===== src/sv/rwd_pkg.sv =====
// ----------------------------------------------------------------------------
// rwd_pkg
// Shared types and constants of the readout word decoder: result kinds,
// sequencer states, STP assembly phases and the decoded word record.
// ----------------------------------------------------------------------------
package rwd_pkg;

    // ADC store geometry
    localparam int ADC_CHANNELS = 64;
    localparam int CH_W         = $clog2(ADC_CHANNELS);
    localparam int ADC_W        = 12;

    // Result kind codes
    typedef enum logic [3:0] {
        KIND_OLD_HDR  = 4'd0,
        KIND_NEW_HDR  = 4'd1,
        KIND_ADC_HG   = 4'd2,
        KIND_ADC_LG   = 4'd3,
        KIND_TDC_LEAD = 4'd4,
        KIND_TDC_TRL  = 4'd5,
        KIND_SCALER   = 4'd6,
        KIND_STP1     = 4'd7,
        KIND_STP2     = 4'd8,
        KIND_STP3     = 4'd9,
        KIND_STP_ERR  = 4'd10,
        KIND_UNKNOWN  = 4'd11
    } kind_t;

    // Record dump sequencer
    typedef enum logic [1:0] {
        ST_IDLE = 2'd0,
        ST_READ = 2'd1,
        ST_EMIT = 2'd2
    } state_t;

    // STP assembly phase
    typedef enum logic [1:0] {
        PH_FIRST  = 2'd0,
        PH_SECOND = 2'd1,
        PH_THIRD  = 2'd2,
        PH_DONE   = 2'd3
    } phase_t;

    // One decoded word
    typedef struct packed {
        logic              is_hdr;
        logic              hdr_new;
        logic              is_hg;
        logic              is_lg;
        logic              is_stp;
        logic              is_dump;
        kind_t             kind;
        logic [6:0]        channel;
        logic [13:0]       value;
        logic              otr;
        logic [CH_W-1:0]   adc_ch;
        logic [ADC_W-1:0]  adc_val;
        logic [11:0]       stp_events;
        logic              stp_command;
        logic [23:0]       stp_low24;
    } dec_t;

endpackage


===== src/sv/rwd_ram.sv =====
// ----------------------------------------------------------------------------
// rwd_ram
// Generic single-write, single-read RAM with a registered read port.
// ----------------------------------------------------------------------------
module rwd_ram #(
    parameter int WIDTH = 12,
    parameter int DEPTH = 64
) (
    input  logic                     aclk,
    input  logic                     we,
    input  logic [$clog2(DEPTH)-1:0] waddr,
    input  logic [WIDTH-1:0]         wdata,
    input  logic                     re,
    input  logic [$clog2(DEPTH)-1:0] raddr,
    output logic [WIDTH-1:0]         rdata
);

    logic [WIDTH-1:0] mem [DEPTH];
    logic [WIDTH-1:0] rdata_reg;

    // write port
    always_ff @(posedge aclk) begin
        if (we) begin
            mem[waddr] <= wdata;
        end
    end

    // registered read port
    always_ff @(posedge aclk) begin
        if (re) begin
            rdata_reg <= mem[raddr];
        end
    end

    assign rdata = rdata_reg;

endmodule


===== src/sv/rwd_decode.sv =====
// ----------------------------------------------------------------------------
// rwd_decode
// Byte-swaps one readout word and classifies it in priority order for the
// legacy or the new format; extracts channel, value and STP fields.
// ----------------------------------------------------------------------------
module rwd_decode import rwd_pkg::*; (
    input  logic [31:0] raw_word,
    input  logic        new_format,
    output dec_t        dec
);

    logic [31:0] d;
    logic        hdr_old, hdr_new;
    logic        hg, lg, lead, trail, scal, stp;
    logic [CH_W-1:0] adc_ch;
    logic [6:0]  scal_ch;

    // big-endian to native
    assign d = {raw_word[7:0], raw_word[15:8], raw_word[23:16], raw_word[31:24]};

    assign hdr_old = (d & 32'hfffff000) == 32'h0ffff000;
    assign hdr_new = (d & 32'hffff0000) == 32'hff7c0000;

    // per-format class patterns
    always_comb begin
        if (new_format) begin
            hg    = (d & 32'hffc00000) == 32'hc0000000;
            lg    = (d & 32'hffc00000) == 32'hc0400000;
            lead  = d[31:24] == 8'hc1;
            trail = 1'b0;   // leading pattern shadows it
            scal  = d[31:24] == 8'hc2;
            stp   = d[31:24] == 8'hc3;
        end else begin
            hg    = (d & 32'h00680000) == 32'h00000000;
            lg    = (d & 32'h00680000) == 32'h00080000;
            lead  = (d & 32'h00601000) == 32'h00201000;
            trail = (d & 32'h00601000) == 32'h00200000;
            scal  = (d & 32'h00600000) == 32'h00400000;
            stp   = (d & 32'h00600000) == 32'h00600000;
        end
    end

    assign adc_ch  = new_format ? d[16 +: CH_W] : d[13 +: CH_W];
    assign scal_ch = new_format ? d[22:16] : d[20:14];

    // priority classification
    always_comb begin
        dec             = '0;
        dec.adc_ch      = adc_ch;
        dec.adc_val     = d[ADC_W-1:0];
        dec.stp_events  = d[11:0];
        dec.stp_command = d[16];
        dec.stp_low24   = d[23:0];
        priority if (hdr_old || hdr_new) begin
            dec.is_hdr  = 1'b1;
            dec.hdr_new = hdr_new;
            dec.kind    = hdr_old ? KIND_OLD_HDR : KIND_NEW_HDR;
            dec.value   = {2'b00, d[11:0]};
        end else if (hg || lg) begin
            dec.is_hg   = hg;
            dec.is_lg   = !hg;
            dec.kind    = hg ? KIND_ADC_HG : KIND_ADC_LG;
            dec.channel = {{(7-CH_W){1'b0}}, adc_ch};
            dec.value   = {2'b00, d[11:0]};
            dec.otr     = d[12];
        end else if (lead || trail) begin
            dec.kind    = lead ? KIND_TDC_LEAD : KIND_TDC_TRL;
            dec.channel = {{(7-CH_W){1'b0}}, adc_ch};
            dec.value   = {2'b00, d[11:0]};
        end else if (scal) begin
            dec.kind    = KIND_SCALER;
            dec.channel = scal_ch;
            dec.value   = d[13:0];
        end else if (stp) begin
            dec.is_stp  = 1'b1;
            dec.is_dump = 1'b1;
            dec.kind    = KIND_STP1;
        end else begin
            dec.is_dump = 1'b1;
            dec.kind    = KIND_UNKNOWN;
        end
    end

endmodule


===== src/sv/readout_word_decoder_unit.sv =====
// ----------------------------------------------------------------------------
// readout_word_decoder_unit
// Readout word decoder: classifies byte-swapped readout words, keeps the
// event id and STP registers, stores ADC values in two 64-entry RAMs and
// dumps both stores as 64 record words on STP and unknown words.
// ----------------------------------------------------------------------------
// Header, ADC, TDC and scaler words give one result word each and are taken
// every cycle while the output register is free or being drained. STP and
// unknown words give 64 record words; each record is read from both RAMs in
// ST_READ and written to the output register in ST_EMIT, which waits out
// any output stall; no input word is taken until the last record is out. The
// two ADC stores are synchronous RAMs with a registered read port; a per-entry
// valid bit makes never-written entries read as zero right after reset.
// ----------------------------------------------------------------------------
module readout_word_decoder_unit import rwd_pkg::*; (
    input  logic        aclk,
    input  logic        aresetn,
    // input words
    input  logic        s_valid,
    output logic        s_ready,
    input  logic [31:0] s_raw_word,
    // result words
    output logic        m_valid,
    input  logic        m_ready,
    output logic [3:0]  m_kind,
    output logic [6:0]  m_channel,
    output logic [13:0] m_value,
    output logic        m_out_of_range,
    output logic [31:0] m_event_id,
    output logic [11:0] m_hg_value,
    output logic [11:0] m_lg_value,
    output logic [11:0] m_stp_events,
    output logic        m_stp_command,
    output logic [23:0] m_stp_cycles,
    output logic [23:0] m_stp_tdc_count,
    output logic        m_last
);

    dec_t dec;

    state_t state_reg, state_next;
    logic [CH_W-1:0] idx_reg;
    kind_t  dump_kind_reg;
    logic   new_format_reg;
    logic [31:0] next_event_reg, cur_event_reg;
    phase_t stp_phase_reg;
    logic [11:0] stp_events_reg;
    logic        stp_command_reg;
    logic [23:0] stp_cycles_reg, stp_tdc_reg;
    logic [ADC_CHANNELS-1:0] hg_vld_reg, lg_vld_reg;
    logic        rd_hg_vld_reg, rd_lg_vld_reg;

    logic        m_valid_reg;
    kind_t       m_kind_reg;
    logic [6:0]  m_channel_reg;
    logic [13:0] m_value_reg;
    logic        m_otr_reg, m_last_reg;
    logic [11:0] m_hg_reg, m_lg_reg;

    logic out_free, accept, rd_en, emit, idx_last;
    logic [ADC_W-1:0] hg_rdata, lg_rdata;

    rwd_decode u_decode (
        .raw_word   (s_raw_word),
        .new_format (new_format_reg),
        .dec        (dec)
    );

    // ADC stores
    rwd_ram #(.WIDTH(ADC_W), .DEPTH(ADC_CHANNELS)) u_hg_ram (
        .aclk  (aclk),
        .we    (accept && dec.is_hg),
        .waddr (dec.adc_ch),
        .wdata (dec.adc_val),
        .re    (rd_en),
        .raddr (idx_reg),
        .rdata (hg_rdata)
    );

    rwd_ram #(.WIDTH(ADC_W), .DEPTH(ADC_CHANNELS)) u_lg_ram (
        .aclk  (aclk),
        .we    (accept && dec.is_lg),
        .waddr (dec.adc_ch),
        .wdata (dec.adc_val),
        .re    (rd_en),
        .raddr (idx_reg),
        .rdata (lg_rdata)
    );

    assign out_free = !m_valid_reg || m_ready;
    assign accept   = s_valid && s_ready;
    assign idx_last = idx_reg == CH_W'(ADC_CHANNELS - 1);

    // sequencer outputs
    always_comb begin
        s_ready = 1'b0;
        rd_en   = 1'b0;
        emit    = 1'b0;
        unique case (state_reg)
            ST_IDLE: s_ready = out_free;
            ST_READ: rd_en   = 1'b1;
            ST_EMIT: emit    = out_free;
            default: ;
        endcase
    end

    // sequencer next state
    always_comb begin
        state_next = state_reg;
        unique case (state_reg)
            ST_IDLE: if (accept && dec.is_dump) state_next = ST_READ;
            ST_READ: state_next = ST_EMIT;
            ST_EMIT: if (emit) state_next = idx_last ? ST_IDLE : ST_READ;
            default: state_next = ST_IDLE;
        endcase
    end

    // control state
    always_ff @(posedge aclk) begin
        if (!aresetn) begin
            state_reg       <= ST_IDLE;
            idx_reg         <= '0;
            new_format_reg  <= 1'b0;
            next_event_reg  <= '0;
            cur_event_reg   <= '0;
            stp_phase_reg   <= PH_FIRST;
            stp_events_reg  <= '0;
            stp_command_reg <= 1'b0;
            stp_cycles_reg  <= '0;
            stp_tdc_reg     <= '0;
            hg_vld_reg      <= '0;
            lg_vld_reg      <= '0;
            m_valid_reg     <= 1'b0;
        end else begin
            state_reg <= state_next;
            if (accept) begin
                if (dec.is_hdr) begin
                    new_format_reg <= new_format_reg | dec.hdr_new;
                    cur_event_reg  <= next_event_reg;
                    next_event_reg <= next_event_reg + 32'd1;
                    stp_phase_reg  <= PH_FIRST;
                end
                if (dec.is_hg) hg_vld_reg[dec.adc_ch] <= 1'b1;
                if (dec.is_lg) lg_vld_reg[dec.adc_ch] <= 1'b1;
                // STP assembly
                if (dec.is_stp) begin
                    unique case (stp_phase_reg)
                        PH_FIRST: begin
                            stp_events_reg  <= dec.stp_events;
                            stp_command_reg <= dec.stp_command;
                            stp_phase_reg   <= PH_SECOND;
                        end
                        PH_SECOND: begin
                            stp_cycles_reg <= dec.stp_low24;
                            stp_phase_reg  <= PH_THIRD;
                        end
                        PH_THIRD: begin
                            stp_tdc_reg   <= dec.stp_low24;
                            stp_phase_reg <= PH_DONE;
                        end
                        PH_DONE: ;
                        default: ;
                    endcase
                end
                if (dec.is_dump) idx_reg <= '0;
            end
            if (emit) idx_reg <= idx_reg + CH_W'(1);
            // output register occupancy
            if (accept && !dec.is_dump) begin
                m_valid_reg <= 1'b1;
            end else if (emit) begin
                m_valid_reg <= 1'b1;
            end else if (m_ready) begin
                m_valid_reg <= 1'b0;
            end
        end
    end

    // dump kind and store valid bits alongside the RAM read
    always_ff @(posedge aclk) begin
        if (accept && dec.is_dump) begin
            if (!dec.is_stp) begin
                dump_kind_reg <= KIND_UNKNOWN;
            end else begin
                unique case (stp_phase_reg)
                    PH_FIRST:  dump_kind_reg <= KIND_STP1;
                    PH_SECOND: dump_kind_reg <= KIND_STP2;
                    PH_THIRD:  dump_kind_reg <= KIND_STP3;
                    PH_DONE:   dump_kind_reg <= KIND_STP_ERR;
                    default:   dump_kind_reg <= KIND_STP_ERR;
                endcase
            end
        end
        if (rd_en) begin
            rd_hg_vld_reg <= hg_vld_reg[idx_reg];
            rd_lg_vld_reg <= lg_vld_reg[idx_reg];
        end
    end

    // output payload
    always_ff @(posedge aclk) begin
        if (accept && !dec.is_dump) begin
            m_kind_reg    <= dec.kind;
            m_channel_reg <= dec.channel;
            m_value_reg   <= dec.value;
            m_otr_reg     <= dec.otr;
            m_hg_reg      <= '0;
            m_lg_reg      <= '0;
            m_last_reg    <= 1'b1;
        end else if (emit) begin
            m_kind_reg    <= dump_kind_reg;
            m_channel_reg <= {{(7-CH_W){1'b0}}, idx_reg};
            m_value_reg   <= '0;
            m_otr_reg     <= 1'b0;
            m_hg_reg      <= rd_hg_vld_reg ? hg_rdata : '0;
            m_lg_reg      <= rd_lg_vld_reg ? lg_rdata : '0;
            m_last_reg    <= idx_last;
        end
    end

    // event id and STP registers only change when the output word is taken or empty
    assign m_valid         = m_valid_reg;
    assign m_kind          = m_kind_reg;
    assign m_channel       = m_channel_reg;
    assign m_value         = m_value_reg;
    assign m_out_of_range  = m_otr_reg;
    assign m_event_id      = cur_event_reg;
    assign m_hg_value      = m_hg_reg;
    assign m_lg_value      = m_lg_reg;
    assign m_stp_events    = stp_events_reg;
    assign m_stp_command   = stp_command_reg;
    assign m_stp_cycles    = stp_cycles_reg;
    assign m_stp_tdc_count = stp_tdc_reg;
    assign m_last          = m_last_reg;

endmodule


===== config.mk =====
export PLATFORM = sky130hd
export DESIGN_NAME = readout_word_decoder_unit
export DESIGN_NICKNAME = d
export VERILOG_FILES = /design/src/sv/rwd_pkg.sv /design/src/sv/rwd_ram.sv /design/src/sv/rwd_decode.sv /design/src/sv/readout_word_decoder_unit.sv
export SDC_FILE = /design/constraint.sdc
export NUM_CORES = 2
export LEC_CHECK = 0
export BUFFER_PORTS_ARGS = -buffer_cell sky130_fd_sc_hd__buf_2
export CORE_ASPECT_RATIO = 1.1
export CORE_MARGIN = 8
export CORE_UTILIZATION = 35
export CTS_CLUSTER_DIAMETER = 200
export CTS_CLUSTER_SIZE = 20
export DETAILED_ROUTE_END_ITERATION = 7
export GPL_ROUTABILITY_DRIVEN = 0
export HOLD_SLACK_MARGIN = 0.12
export SLEW_MARGIN = 20
export SYNTH_ARGS = -nofsm -noshare
export SYNTH_HDL_FRONTEND = slang
export SYNTH_SLANG_ARGS = --single-unit

===== constraint.sdc =====
create_clock -name aclk -period 3.3 [get_ports aclk]
set_clock_uncertainty 0.05 [all_clocks]
set_input_delay 0.495 -clock aclk [delete_from_list [all_inputs] [get_ports aclk]]
set_output_delay 0.495 -clock aclk [all_outputs]
set_load 0.05 [all_outputs]

==> run_results.csv <==
group,metric,value,unit
critical_path,crit_path_start_kind,"register",
critical_path,worstSetupEndpointType,"register",
clock_network,clk_latency,0.75,ns
clock_network,cts_resized,0,
global_route,track_usage,0.168,
floorplan,start_util,0.352,
layout,fin_cells,7157,
placement,portBuffers,181,
drt,avgRoutedWirePerCell,27.0,um
global_route,grt_antenna_before_repair,14,
drt,drtIter0Drc,3843,
global_route,grt_overflow,0,
floorplan,core_area,206000,um^2
placement,post-place-ws,0.159,ns
power,power_frac_clock,0.334,
power,ir_drop,0.403,mV
critical_path,worstPathRequired,3.73,ns
clock_network,root_buffer,"clkbuf_16",
placement,dp_cells,6942,
critical_path,critPathMaxStageDelay,0.61,ns
power,powerDensity,495,nW/um^2
clock_network,h-tree-depth,3,
clock_network,cts_buffers,104,
logic_synthesis,netlist_top_cells_count,"edfxtp_1 (1592), mux4_2 (416), dfxtp_1 (290)",
power,switching_share,0.210,
floorplan,dieArea,222000,um^2
clock_network,hold_buffers,12,
placement,post_dp_cell_area,79300,um^2
critical_path,critPathTopFamily,"multiplexers",
layout,top_regs,"u_hg_ram.mem: 768 flops, u_lg_ram.mem: 768 flops",
critical_path,critPathKind,"reg -> reg",
critical_path,path_cells,"buf_12 > buf_12 > mux4_2 > mux2i_1 > o22ai_1 > or4_1",
logic_synthesis,synth_nets,3943,
sta,max_freq,0.319,GHz
sta,slew_headroom,0.248,
sta,slew_violations,0,
critical_path,path_common_cell,"buf_12",
drt,routed_wl,193,mm
global_route,grt_pass1_vias,38268,
sta,fin_ws,0.168,ns
run,maxCapViolations,0,
clock_network,clkTransAtPathRegs,0.09,ns
placement,hpwlAfterDp,125,mm
clock_network,cts_setup_buffers,0,
floorplan,die_y,494,um
logic_synthesis,synthTopCellsByArea,"edfxtp_1 (66%), mux4_2 (13%), dfxtp_1 (8.0%), mux2i_1 (3.7%), nand2_1 (1.4%)",
critical_path,cpMaxStageDelayCell,"or4_1",
logic_synthesis,synth_top_area_share,0.658,
clock_network,cts_tree,"built",
logic_synthesis,ys.flop_type,"edfxtp_1",
global_route,grt_start_max_net_pins,125,
sta,finalHoldViolations,0,
layout,drive_above_1_share,0.250,
logic_synthesis,synth.distinct_cells,68,
layout,areaGrowthSynthToFinish,13.6,%
floorplan,fp-row-count,175,
critical_path,crit_buf_inv,2,
logic_synthesis,synth_area_per_cell,18.6,um^2
logic_synthesis,async_flop_share,0,
floorplan,die_w,450,um
logic_synthesis,synthCells,3901,
logic_synthesis,synth_seq_cells,1882,
floorplan,ios,182,
critical_path,arrival,3.56,ns
power,p_seq_frac,0.632,
critical_path,r2r_slack,0.17,ns
drt,firstDrtPassIters,5,
layout,design_area,82500,um^2
power,p_int,32300,uW
layout,nets,4359,
logic_synthesis,yosys_warnings,0,
logic_synthesis,synth.most_common_cell,"edfxtp_1",
logic_synthesis,synth_edf_count,1592,
sta,setup_viol,0,
clock_network,cts.path.max_buffers,3,
drt,dr_total_vias,38477,
global_route,grt_pass1_wl,278,mm
critical_path,path_max_fanout,28,
sta,rsz0062_at_grt,"false",
clock_network,cts_sinks,1882,
logic_synthesis,synth_area,72600,um^2
drt,ant_nets,0,
power,p_comb_frac,0.034,
logic_synthesis,seq_area_frac_synth,0.738,
sta,worstMarginPinSlew,1.13,ns
run_status,run_status,"completed",
sta,finalCritPeriodShare,0.949,
power,switchingPower,8600,uW
sta,tns,0,ns
logic_synthesis,yosysTopAreaCell,"edfxtp_1",
power,leakage,0.0256,uW
sta,final.min_clock_period,3.13,ns
drt,drc_errors,0,
drt,viasPerCell,5.38,
hold_path,hold_class,"in -> reg",
-- per-layer routing --
metal | GRT usage | part of all wire | vias up
met2 | 0.284 | 0.49 | 1324
li1 | - | - | 16511
met4 | 0.0451 | 0.025 | 4
met1 | 0.225 | 0.42 | 20427
met3 | 0.0267 | 0.065 | 211
met5 | 0 | 0.00012 | -
-- kinds of logic after synthesis --
| family | count (synthesis) | share of synthesized area |
|---|---|---|
| fa+ha+maj | 6 | 0.00103 |
| simple gates | 649 | 0.0424 |
| buf+inv | 244 | 0.0138 |
| flops | 1882 | 0.738 |
| mux | 692 | 0.167 |
| xor+xnor | 2 | 0.000241 |
| compound gates | 426 | 0.0372 |
-- final cells by class --
class	count	area [um^2]
well taps	2743	3430
inverters	17	63.8
repair buffers	537	4260
diodes	9	22.5
flip-flops and latches	1882	53600
multi-input cells	1775	18000
clock buffers	188	2960
clock inverters	6	100
fillers	18442	124000
-- cells in the final DEF (no fill, tap or decap), types with 48 or more instances in the layout --
master and count:
a21oi_1 96, buf_12 49, buf_2 168, buf_4 307
clkbuf_1 82, clkbuf_16 106, dfxtp_1 287, edfxtp_1 1592
mux2i_1 271, mux4_2 416, nand2_1 267, nand3_1 48
nor2_1 158, o21a_1 80, o21ai_1 56, o22ai_1 105
-- final timing paths --
check                              start                             to  cells past startpoint
min reg2reg  hg_vld_reg[62]$_SDFFE_PN0P_    hg_vld_reg[62]$_SDFFE_PN0P_                      2
max reg2reg      idx_reg[0]$_SDFFE_PN0P_        rd_lg_vld_reg$_DFFE_PN_                      6
min                       s_raw_word[28]  u_lg_ram.mem[60][4]$_DFFE_PP_                      1
max              idx_reg[0]$_SDFFE_PN0P_        rd_lg_vld_reg$_DFFE_PN_                      6
-- metrics by stage --
step	util	power, uW	hold slack, ns
global placement	0.384	27700	0.381
floorplan	-	27000	0.370
finish	0.400	40900	0.180
global route	0.399	42100	0.160
CTS	0.399	41200	0.122
detailed placement	0.384	27800	0.390
-- power by group through the flow --
stage	logic [uW]	registers [uW]	clock network, uW
after CTS	1420	25800	14000
final	1400	25800	13700
after global placement	1380	26400	0
after floorplan	485	26500	0
after detailed placement	1410	26400	0
after global routing	1480	25800	14800
No activity file was read; power rests on OpenSTA's default activity.
